File: config.mk
export PLATFORM = sky130hd
export DESIGN_NAME = utf8_sequence_validator_flat
export DESIGN_NICKNAME = d
export VERILOG_FILES = /design/src/hdl/utf8v_pkg.sv /design/src/hdl/utf8v_in_if.sv /design/src/hdl/utf8v_out_if.sv /design/src/hdl/utf8_sequence_validator.sv /design/src/flat_wrapper.sv
export SDC_FILE = /design/constraint.sdc
export NUM_CORES = 1
export LEC_CHECK = 0
export BUFFER_PORTS_ARGS = -buffer_cell sky130_fd_sc_hd__buf_2
export CORE_MARGIN = 2
export CORE_UTILIZATION = 60
export CTS_BUF_LIST = sky130_fd_sc_hd__clkbuf_2
export DETAILED_ROUTE_END_ITERATION = 16
export PLACE_DENSITY = 0.82
export SYNTH_ARGS = -nofsm -noshare
export SYNTH_HDL_FRONTEND = slang
export SYNTH_SLANG_ARGS = --single-unit
export TNS_END_PERCENT = 1
File: constraint.sdc
create_clock -name i_clk -period 4.59 [get_ports i_clk]
set_input_delay 0.459 -clock i_clk [delete_from_list [all_inputs] [get_ports i_clk]]
set_output_delay 0.459 -clock i_clk [all_outputs]
set_load 0.02 [all_outputs]
File: src/hdl/utf8v_pkg.sv
package utf8v_pkg;

    localparam int ByteW  = 8;
    localparam int CpW    = 21;
    localparam int LenW   = 3;

    localparam logic [LenW-1:0] CountSat = LenW'(5);
    localparam logic [LenW-1:0] MaxLen   = LenW'(4);

    localparam logic [CpW-1:0] CpMax    = CpW'(32'h10ffff);
    localparam logic [CpW-1:0] SurrLo   = CpW'(32'hd800);
    localparam logic [CpW-1:0] SurrHi   = CpW'(32'hdfff);
    localparam logic [CpW-1:0] DelLo    = CpW'(32'h7f);
    localparam logic [CpW-1:0] C1Hi     = CpW'(32'h9f);
    localparam logic [CpW-1:0] PrintLo  = CpW'(32'h20);
    localparam logic [CpW-1:0] Min2     = CpW'(32'h80);
    localparam logic [CpW-1:0] Min3     = CpW'(32'h800);
    localparam logic [CpW-1:0] Min4     = CpW'(32'h10000);

    localparam logic [ByteW-1:0] Mask3 = 8'he0;
    localparam logic [ByteW-1:0] Mask4 = 8'hf0;
    localparam logic [ByteW-1:0] Mask5 = 8'hf8;

    typedef struct packed {
        logic [LenW-1:0] len;
        logic [CpW-1:0]  payload;
        logic            err;
    } t_lead;

    function automatic t_lead classify_lead(input logic [ByteW-1:0] b);
        t_lead res;
        res = '{len: '0, payload: '0, err: 1'b0};
        if (b[7] == 1'b0) begin
            res.len     = LenW'(1);
            res.payload = CpW'(b);
        end else if ((b & Mask3) == 8'hc0) begin
            res.len     = LenW'(2);
            res.payload = CpW'(b[4:0]);
        end else if ((b & Mask4) == 8'he0) begin
            res.len     = LenW'(3);
            res.payload = CpW'(b[3:0]);
        end else if ((b & Mask5) == 8'hf0) begin
            res.len     = LenW'(4);
            res.payload = CpW'(b[2:0]);
        end else begin
            res.err = 1'b1;
        end
        return res;
    endfunction

    function automatic logic value_ok(input logic [LenW-1:0] len, input logic [CpW-1:0] cp);
        logic ok;
        ok = 1'b1;
        if (len == LenW'(2) && cp < Min2) ok = 1'b0;
        if (len == LenW'(3) && cp < Min3) ok = 1'b0;
        if (len == LenW'(4) && cp < Min4) ok = 1'b0;
        if (cp < PrintLo) ok = 1'b0;
        if (cp inside {[DelLo:C1Hi]}) ok = 1'b0;
        if (cp inside {[SurrLo:SurrHi]}) ok = 1'b0;
        if (cp > CpMax) ok = 1'b0;
        return ok;
    endfunction

endpackage

File: src/hdl/utf8v_in_if.sv
interface utf8v_in_if;
    import utf8v_pkg::*;

    logic             valid;
    logic             ready;
    logic [ByteW-1:0] data_byte;
    logic             last_byte;

    modport source (output valid, output data_byte, output last_byte, input ready);
    modport sink   (input valid, input data_byte, input last_byte, output ready);
endinterface

File: src/hdl/utf8v_out_if.sv
interface utf8v_out_if;
    import utf8v_pkg::*;

    logic            valid;
    logic            ready;
    logic            accepted;
    logic [CpW-1:0]  code_point;
    logic [LenW-1:0] seq_length;

    modport source (output valid, output accepted, output code_point, output seq_length,
                    input ready);
    modport sink   (input valid, input accepted, input code_point, input seq_length,
                    output ready);
endinterface

File: src/hdl/utf8_sequence_validator.sv
// UTF-8 sequence validator.
// i_in carries one byte of a candidate sequence per beat, with last_byte set
// on the final byte. o_out carries one result beat per sequence, produced by
// the beat that has last_byte set: accepted, the code point (zero when
// rejected) and the byte count, saturating at 5 for five or more bytes.
// Both channels use valid/ready; a beat moves when both are high.
// A byte is captured in an input register and decoded from there against the
// sequence state; the result of a final byte passes from the input register
// to the result register, which drives o_out.
// Throughput: one byte per cycle unless the receiver stalls, set by the single
// input register stage feeding the sequence state and the result register.
// Reset (synchronous, i_rst_n low) clears the sequence state and drops all
// pending beats; the next byte is treated as a lead byte.
// When the receiver stalls, non-final bytes keep flowing into the sequence
// state; a final byte waits in the input register until the result register
// frees, and i_in.ready is low only while it waits there.
module utf8_sequence_validator (
    input  logic                 i_clk,
    input  logic                 i_rst_n,
    utf8v_in_if.sink             i_in,
    utf8v_out_if.source          o_out
);
    import utf8v_pkg::*;

    logic             r_s1_valid;
    logic [ByteW-1:0] r_s1_byte;
    logic             r_s1_last;

    logic [LenW-1:0]  r_count;
    logic [LenW-1:0]  r_lead_len;
    logic [CpW-1:0]   r_accum;
    logic             r_err;

    logic [LenW-1:0]  n_count;
    logic [LenW-1:0]  n_lead_len;
    logic [CpW-1:0]   n_accum;
    logic             n_err;
    logic             n_ok;

    logic             r_out_valid;
    logic             r_out_accepted;
    logic [CpW-1:0]   r_out_cp;
    logic [LenW-1:0]  r_out_len;

    logic             out_free;
    logic             s1_go;
    logic             in_fire;
    t_lead            lead;

    assign out_free = !r_out_valid || o_out.ready;
    assign s1_go    = r_s1_valid && (!r_s1_last || out_free);
    assign i_in.ready = !r_s1_valid || s1_go;
    assign in_fire  = i_in.valid && i_in.ready;

    assign lead = classify_lead(r_s1_byte);

    always_comb begin
        n_lead_len = r_lead_len;
        n_accum    = r_accum;
        n_err      = r_err;
        n_count    = r_count;
        if (r_count == '0) begin
            n_lead_len = lead.len;
            n_accum    = lead.payload;
            n_err      = r_err | lead.err;
        end else if (r_count < MaxLen) begin
            if (r_s1_byte[7:6] != 2'b10) n_err = 1'b1;
            n_accum = {r_accum[CpW-7:0], r_s1_byte[5:0]};
        end
        if (r_count < CountSat) n_count = r_count + LenW'(1);
        n_ok = !n_err && (n_lead_len != '0) && (n_count <= MaxLen)
            && (n_count == n_lead_len) && value_ok(n_lead_len, n_accum);
    end

    always_ff @(posedge i_clk) begin
        if (!i_rst_n) begin
            r_s1_valid <= 1'b0;
        end else if (in_fire) begin
            r_s1_valid <= 1'b1;
        end else if (s1_go) begin
            r_s1_valid <= 1'b0;
        end
    end

    always_ff @(posedge i_clk) begin
        if (in_fire) begin
            r_s1_byte <= i_in.data_byte;
            r_s1_last <= i_in.last_byte;
        end
    end

    // sequence state
    always_ff @(posedge i_clk) begin
        if (!i_rst_n) begin
            r_count    <= '0;
            r_lead_len <= '0;
            r_accum    <= '0;
            r_err      <= 1'b0;
        end else if (s1_go) begin
            if (r_s1_last) begin
                r_count    <= '0;
                r_lead_len <= '0;
                r_accum    <= '0;
                r_err      <= 1'b0;
            end else begin
                r_count    <= n_count;
                r_lead_len <= n_lead_len;
                r_accum    <= n_accum;
                r_err      <= n_err;
            end
        end
    end

    // result register
    always_ff @(posedge i_clk) begin
        if (!i_rst_n) begin
            r_out_valid <= 1'b0;
        end else if (s1_go && r_s1_last) begin
            r_out_valid <= 1'b1;
        end else if (o_out.ready) begin
            r_out_valid <= 1'b0;
        end
    end

    always_ff @(posedge i_clk) begin
        if (s1_go && r_s1_last) begin
            r_out_accepted <= n_ok;
            r_out_cp       <= n_ok ? n_accum : '0;
            r_out_len      <= n_count;
        end
    end

    assign o_out.valid      = r_out_valid;
    assign o_out.accepted   = r_out_accepted;
    assign o_out.code_point = r_out_cp;
    assign o_out.seq_length = r_out_len;

endmodule

File: src/flat_wrapper.sv
// flat-port wrapper written by rule: the top's interface ports become plain ports
module utf8_sequence_validator_flat import utf8v_pkg::*;
  (i_clk, i_rst_n, i_in_valid, i_in_data_byte, i_in_last_byte, i_in_ready, o_out_valid, o_out_accepted, o_out_code_point, o_out_seq_length, o_out_ready);
  utf8v_in_if i_in_i ();
  utf8v_out_if o_out_i ();
  input  logic i_clk;
  input  logic i_rst_n;
  input wire logic [$bits(i_in_i.valid)-1:0] i_in_valid;
  input wire logic [$bits(i_in_i.data_byte)-1:0] i_in_data_byte;
  input wire logic [$bits(i_in_i.last_byte)-1:0] i_in_last_byte;
  output wire logic [$bits(i_in_i.ready)-1:0] i_in_ready;
  output wire logic [$bits(o_out_i.valid)-1:0] o_out_valid;
  output wire logic [$bits(o_out_i.accepted)-1:0] o_out_accepted;
  output wire logic [$bits(o_out_i.code_point)-1:0] o_out_code_point;
  output wire logic [$bits(o_out_i.seq_length)-1:0] o_out_seq_length;
  input wire logic [$bits(o_out_i.ready)-1:0] o_out_ready;
  assign i_in_i.valid = i_in_valid;
  assign i_in_i.data_byte = i_in_data_byte;
  assign i_in_i.last_byte = i_in_last_byte;
  assign i_in_ready = i_in_i.ready;
  assign o_out_valid = o_out_i.valid;
  assign o_out_accepted = o_out_i.accepted;
  assign o_out_code_point = o_out_i.code_point;
  assign o_out_seq_length = o_out_i.seq_length;
  assign o_out_i.ready = o_out_ready;
  utf8_sequence_validator u_core (.i_clk(i_clk), .i_rst_n(i_rst_n), .i_in(i_in_i), .o_out(o_out_i));
endmodule
# Word level (Yosys, flattened, before mapping)
# Index checks and enable logic that the tools add are counted.
[op_classes]
addsub = 1
magnitude_cmp = 12
eq_ne = 8
muxes = 30
n_bitwise = 1
reduce_logical = 23
[ops]
columns = ["operator", "count"]
rows = [
  ["$mux 24", 4],
  ["$mux 21", 3],
  ["$ge 21x16->1 const B", 1],
  ["$ge 21x7->1 const B", 1],
  ["$gt 21x21->1 const B", 1],
  ["$le 21x16->1 const B", 1],
  ["$le 21x8->1 const B", 1],
  ["$lt 21x12->1 const B", 1],
  ["$lt 21x17->1 const B", 1],
  ["$lt 21x6->1 const B", 1],
  ["$lt 21x8->1 const B", 1],
  ["$mux 1", 19],
  ["$logic_and 1x1->1", 12],
  ["$mux 3", 4],
  ["$eq 3x2->1 const B", 2],
  ["$eq 3x3->1 const B", 2],
  ["$lt 3x3->1 const B", 2],
  ["$eq 5x5->1 const B", 1],
  ["$eq 4x4->1 const B", 1],
  ["$logic_not 1->1", 4],
  ["$reduce_bool 2->1", 2],
  ["$add 3x1->3 const B", 1],
  ["$eq 3x3->1", 1],
  ["$le 3x3->1 const B", 1],
  ["other kinds (5)", 7],
]
[word_totals]
reg_bits = 64
inputBits = 13
out_inout_bits = 27
elab_cells = 86

# Depth between registers and ports, before layout
[logic_depth]
ltp_word = 16
depth_mapped = 11
ltp_nobuf = 8

# Worst setup path after synthesis
# Ideal clock, no wire load.
[synth_path]
path_kind = "register to register"
startpoint = "register u_core.r_out_valid, in the netlist u_core.o_out.valid"
endpoint = "register u_core.r_out_accepted, in the netlist u_core.o_out.accepted (enable)"
setup_time_ns = 0.408
arrival_ns = 2.247
t_required_ns = 4.182
slack_ns = 1.935
path_stages_with_launch = 7
n_path_buf = 2
period_less_slack_ns = 2.655
cell_sequence = "dfxtp_1 > nor2b_1 > nand2_1 > nand2_1 > clkbuf_1 > clkbuf_1 > nor2_1"
[synth_via]
elab_chain_len = 5
[synth_rtl]
columns = ["item", "line_no", "text"]
rows = [
  ["start, declared", "utf8_sequence_validator.sv:40", "logic r_out_valid;"],
  ["start signal, assigned", "utf8_sequence_validator.sv:117", "r_out_valid <= 1'b0;"],
  ["start signal, assigned", "utf8_sequence_validator.sv:119", "r_out_valid <= 1'b1;"],
  ["start signal, assigned", "utf8_sequence_validator.sv:121", "r_out_valid <= 1'b0;"],
  ["$logic_not 1->1", "utf8_sequence_validator.sv:50", "assign out_free = !r_out_valid || o_out.ready;"],
  ["$logic_or 1x1->1", "utf8_sequence_validator.sv:50", ""],
  ["$logic_or 1x1->1", "utf8_sequence_validator.sv:51", "assign s1_go = r_s1_valid && (!r_s1_last || out_free);"],
  ["$logic_and 1x1->1", "utf8_sequence_validator.sv:51", ""],
  ["$logic_and 1x1->1", "utf8_sequence_validator.sv:126", "if (s1_go && r_s1_last) begin"],
  ["end signal, assigned", "utf8_sequence_validator.sv:127", "r_out_accepted <= n_ok;"],
  ["end, declared", "utf8_sequence_validator.sv:41", "logic r_out_accepted;"],
]
# No other way between the ends.
# A chain may end at the register's enable or synchronous reset.

# Worst setup path in the final report
[layout_path]
startpoint = "register u_core.r_count[0]"
endpoint = "register u_core.r_out_cp[3], in the netlist u_core.o_out.code_point[3] (data pin)"
[layout_via]
elab_chain_len = 13
word_cells_on_any_way = 42
cone_classes = "1 x add/sub; 12 x order compare; 4 x eq/ne; 13 x mux; 12 x reduce/logical"
[layout_rtl]
columns = ["item", "line_no", "text"]
rows = [
  ["start, declared", "utf8_sequence_validator.sv:29", "logic [LenW-1:0] r_count;"],
  ["start signal, assigned", "utf8_sequence_validator.sv:106", "r_count <= n_count;"],
  ["$lt 3x3->1", "utf8_sequence_validator.sv:66", "end else if (r_count < MaxLen) begin"],
  ["$mux 21", "utf8_sequence_validator.sv:66", ""],
  ["$mux 21", "utf8_sequence_validator.sv:62", "if (r_count == '0) begin"],
  ["$lt 21x8->1", "utf8v_pkg.sv:54", "if (len == LenW'(2) && cp < Min2) ok = 1'b0;"],
  ["$logic_and 1x1->1", "utf8v_pkg.sv:54", ""],
  ["$mux 1", "utf8v_pkg.sv:54", ""],
  ["$mux 1", "utf8v_pkg.sv:55", "if (len == LenW'(3) && cp < Min3) ok = 1'b0;"],
  ["$mux 1", "utf8v_pkg.sv:56", "if (len == LenW'(4) && cp < Min4) ok = 1'b0;"],
  ["$mux 1", "utf8v_pkg.sv:57", "if (cp < PrintLo) ok = 1'b0;"],
  ["$mux 1", "utf8v_pkg.sv:58", "if (cp inside {[DelLo:C1Hi]}) ok = 1'b0;"],
  ["$mux 1", "utf8v_pkg.sv:59", "if (cp inside {[SurrLo:SurrHi]}) ok = 1'b0;"],
  ["$mux 1", "utf8v_pkg.sv:60", "if (cp > CpMax) ok = 1'b0;"],
  ["$logic_and 1x1->1", "utf8_sequence_validator.sv:72", "&& (n_count == n_lead_len) && value_ok(n_lead_len, n_accum);"],
  ["end signal, assigned", "utf8_sequence_validator.sv:128", "r_out_cp <= n_ok ? n_accum : '0;"],
  ["end, declared", "utf8_sequence_validator.sv:42", "logic [CpW-1:0] r_out_cp;"],
]
# Parallel ways exist; a longest one is shown, timed or not.

==> flow_summary.yaml <==
sta:
  slew_headroom_pct: 16.1
  rsz0062_at_grt: "false"
  timing.setup.tns_ns: 0
  hold_viol_final: 0
  period_needed_ns: 3.47
  max_freq_mhz: 288
  fin_worst_skew_ns: 0.0163
  final-setup-viol-count: 0
  report.final.slew_viol_count: 0
  worst_pin_slew_ns: 1.26
  fin_crit_sh_pct: 75.7
clock_tree:
  ctsHtreeMaxLevel: 3
  clk_latency_ns: 0.48
  cts_setup_buffers: 0
  clkSinkCount: 64
  cts_tree: "built"
  cts-hold-fix-buffers: 0
  cts_inserted_buffers: 9
  ctsResizeCount: 0
  cts_buffer_depth: 2
  clk_pin_slew_ns: 0.17
  cts_root_buf: "clkbuf_2"
critical_path:
  cp_top_family: "simple AND/OR/NAND/NOR gates"
  critPathLaunchType: "register"
  cp_max_fo: 22
  startpoint: "u_core.r_count[0]"
  crit_required_ns: 4.87
  worstSetupEndpointType: "register"
  critPathBufInv: 1
  slowest_delay_ns: 0.66
  r2r_start: "u_core.r_count[0]"
  crit_arrival_ns: 3.75
  path_class: "reg -> reg"
  cp_slowest_cell: "nand3_1"
  path_cells: "inv_1, ha_1, nand3b_1, a31oi_1, nor2b_1, nand4_1, nand3_1, nor4b_1"
cells_and_area:
  finalNetCount: 367
  utilization_pct: 68.9
  final_common_cell: "buf_2"
  areaGrowthSynthToFinish_pct: 9.14
  fillers: 423
  seq_area_sq_mm: 0.00162
  multi_input_area_sq_mm: 0.00152
  finalInstanceArea_sq_mm: 0.00359
  final_cell_mix: "39 x buf_2, 34 x edfxtp_1, 30 x dfxtp_1"
  n_antenna_cell: 0
  drive_above_1_share_pct: 21.0
yosys:
  seq_area_frac_synth_pct: 49.4
  ys_types: 60
  synthArstFlopShare_pct: 0
  ys_seq_elements: 64
  synth_flop_cell: "edfxtp_1"
  ys_warn_count: 0
  synth_edf_count: 34
  syn_nets: 336
  syn-instance-count: 321
  syn_area_per_cell_sq_um: 10.2
  syn_area_sq_mm: 0.00329
grt:
  grt_max_degree: 31
  antenna_found_initial: 0
  gr-usage-all-layers_pct: 27.1
  grt_pass1_wl_mm: 12.6
  grt_pass1_vias: 2425
  grt_overflow: 0
floorplanning:
  die_h_um: 78
  boundaryPins: 40
  fp.coreArea_sq_mm: 0.00520
  die_w_um: 78
  num_rows: 26
  die_area_sq_mm: 0.00608
  initial_core_util_pct: 63.1
outcome:
  status: "completed"
hold_path:
  hold_path_class: "in -> reg"
  hold_start: "i_in_data_byte[3]"
route:
  wl_per_cell_um: 17.9
  routed_wl_mm: 7.64
  viasPerCell: 6.40
  num_vias: 2732
  drc_errors: 0
  drtIter0Drc: 305
  ant_nets: 0
  first_pass_iters: 5
placement:
  place_area_sq_mm: 0.00348
  io_buffers: 39
  routabilityCongestion: 0.941
  dp_hpwl_mm: 5.40
power_and_ir_drop:
  vdd_drop_max_uv: 208
  switching_power_w: 0.000287
  internal_power_w: 0.000777
  combPwrFrac_pct: 10.9
  p_per_area_mw_per_mm2: 297
  leakagePower_nw: 1.24
  clkPwrFrac_pct: 30.0
  pwr-share-seq_pct: 59.1
  switching_share_pct: 26.9
job:
  maxCapViolCount: 0
## per-stage QoR
step	setup WS, ns	instances	total power, W	hold slack (ns)
2_1_floorplan	1.93	321	0.000729	0.465
3_3_place_gp	1.20	411	0.000753	0.531
3_5_place_dp	1.18	411	0.000756	0.533
4_1_cts	1.17	427	0.00106	0.126
5_1_grt	0.804	427	0.00110	0.120
6_report	1.12	427	0.00106	0.143
## synthesized netlist by cell type (3+ instances only)
| library cell | count | area (sq um) |
|---|---|---|
| and3_1 | 11 | 68.8 |
| o21ai_1 | 3 | 15.0 |
| a21oi_1 | 22 | 110 |
| buf_2 | 7 | 35.0 |
| nand2_1 | 18 | 67.6 |
| nor3_1 | 22 | 110 |
| nand3_1 | 7 | 35.0 |
| inv_1 | 9 | 33.8 |
| nand2b_1 | 5 | 31.3 |
| clkbuf_1 | 11 | 41.3 |
| o211ai_1 | 5 | 37.5 |
| nor4_2 | 4 | 50.1 |
| nor3b_1 | 4 | 30.0 |
| nor4_1 | 4 | 25.0 |
| o21ai_0 | 5 | 25.0 |
| edfxtp_1 | 34 | 1020 |
| nor2b_1 | 29 | 181 |
| a21boi_0 | 5 | 37.5 |
| a22oi_1 | 17 | 128 |
| buf_4 | 3 | 22.5 |
| nor2_1 | 8 | 30.0 |
| dfxtp_1 | 30 | 601 |
| a32oi_1 | 7 | 61.3 |
| a31oi_1 | 6 | 37.5 |
## routing by layer
layer  GRT usage, %  vias to the layer above  part of all wire [%]
met2           40.0                      133                    44
met4           10.4                        0                   2.3
met1           40.0                     1293                    46
li1               -                     1286                     -
met5              0                        -                     0
met3           4.53                       20                   7.2
## power groups by stage
stage	clock network [W]	registers (W)	logic, W
finish	0.000319	0.000629	0.000116
global route	0.000346	0.000631	0.000126
CTS	0.000319	0.000628	0.000115
detailed placement	0	0.000641	0.000115
global placement	0	0.000640	0.000113
floorplan	0	0.000643	0.0000860
## sequential cells by signal (all words and copies together) (netlist names)
name and flops:
u_core.o_out.code_point 21, u_core.o_out.seq_length 3, u_core.r_accum 21, u_core.r_count 3
u_core.r_s1_valid 1, u_core.r_lead_len 3, u_core.o_out.accepted 1, u_core.r_s1_last 1
u_core.o_out.valid 1, u_core.r_s1_byte 8, u_core.r_err 1
## path summary, 6_finish.rpt
path              slack, ns                    endpoint  cells past startpoint
setup reg to reg       1.12  u_core.o_out.code_point[3]                      8
setup / recovery       1.12  u_core.o_out.code_point[3]                      8
hold reg to reg        0.55          u_core.r_accum[20]                      2
hold / removal         0.14         u_core.r_s1_byte[3]                      1
## layout make-up
type                       instances  share of cell area [%]
sequential                        64                    45.2
timing repair buffer              42                    6.07
clock inverter                     5                    1.33
clock buffer                      11                    1.54
inverter                           9                   0.942
multi-input combinational        226                    42.5
tap                               70                    2.44
## cells by family after synthesis
family	synth area share, %
AO/OA/AOI/OAI	20.8
buffers and inverters	4.38
flip-flops	49.4
AND/OR/NAND/NOR	24.7
adder cells (fa/ha/maj)	0.761
## worst register-to-register path: stages, from the launching register on
cell	delay [ns]
dfxtp_1	0.44
inv_1	0.10
ha_1	0.58
nand3b_1	0.16
a31oi_1	0.57
nor2b_1	0.10
nand4_1	0.13
nand3_1	0.66
nor4b_1	0.55
(Power assumes the default switching activity.)
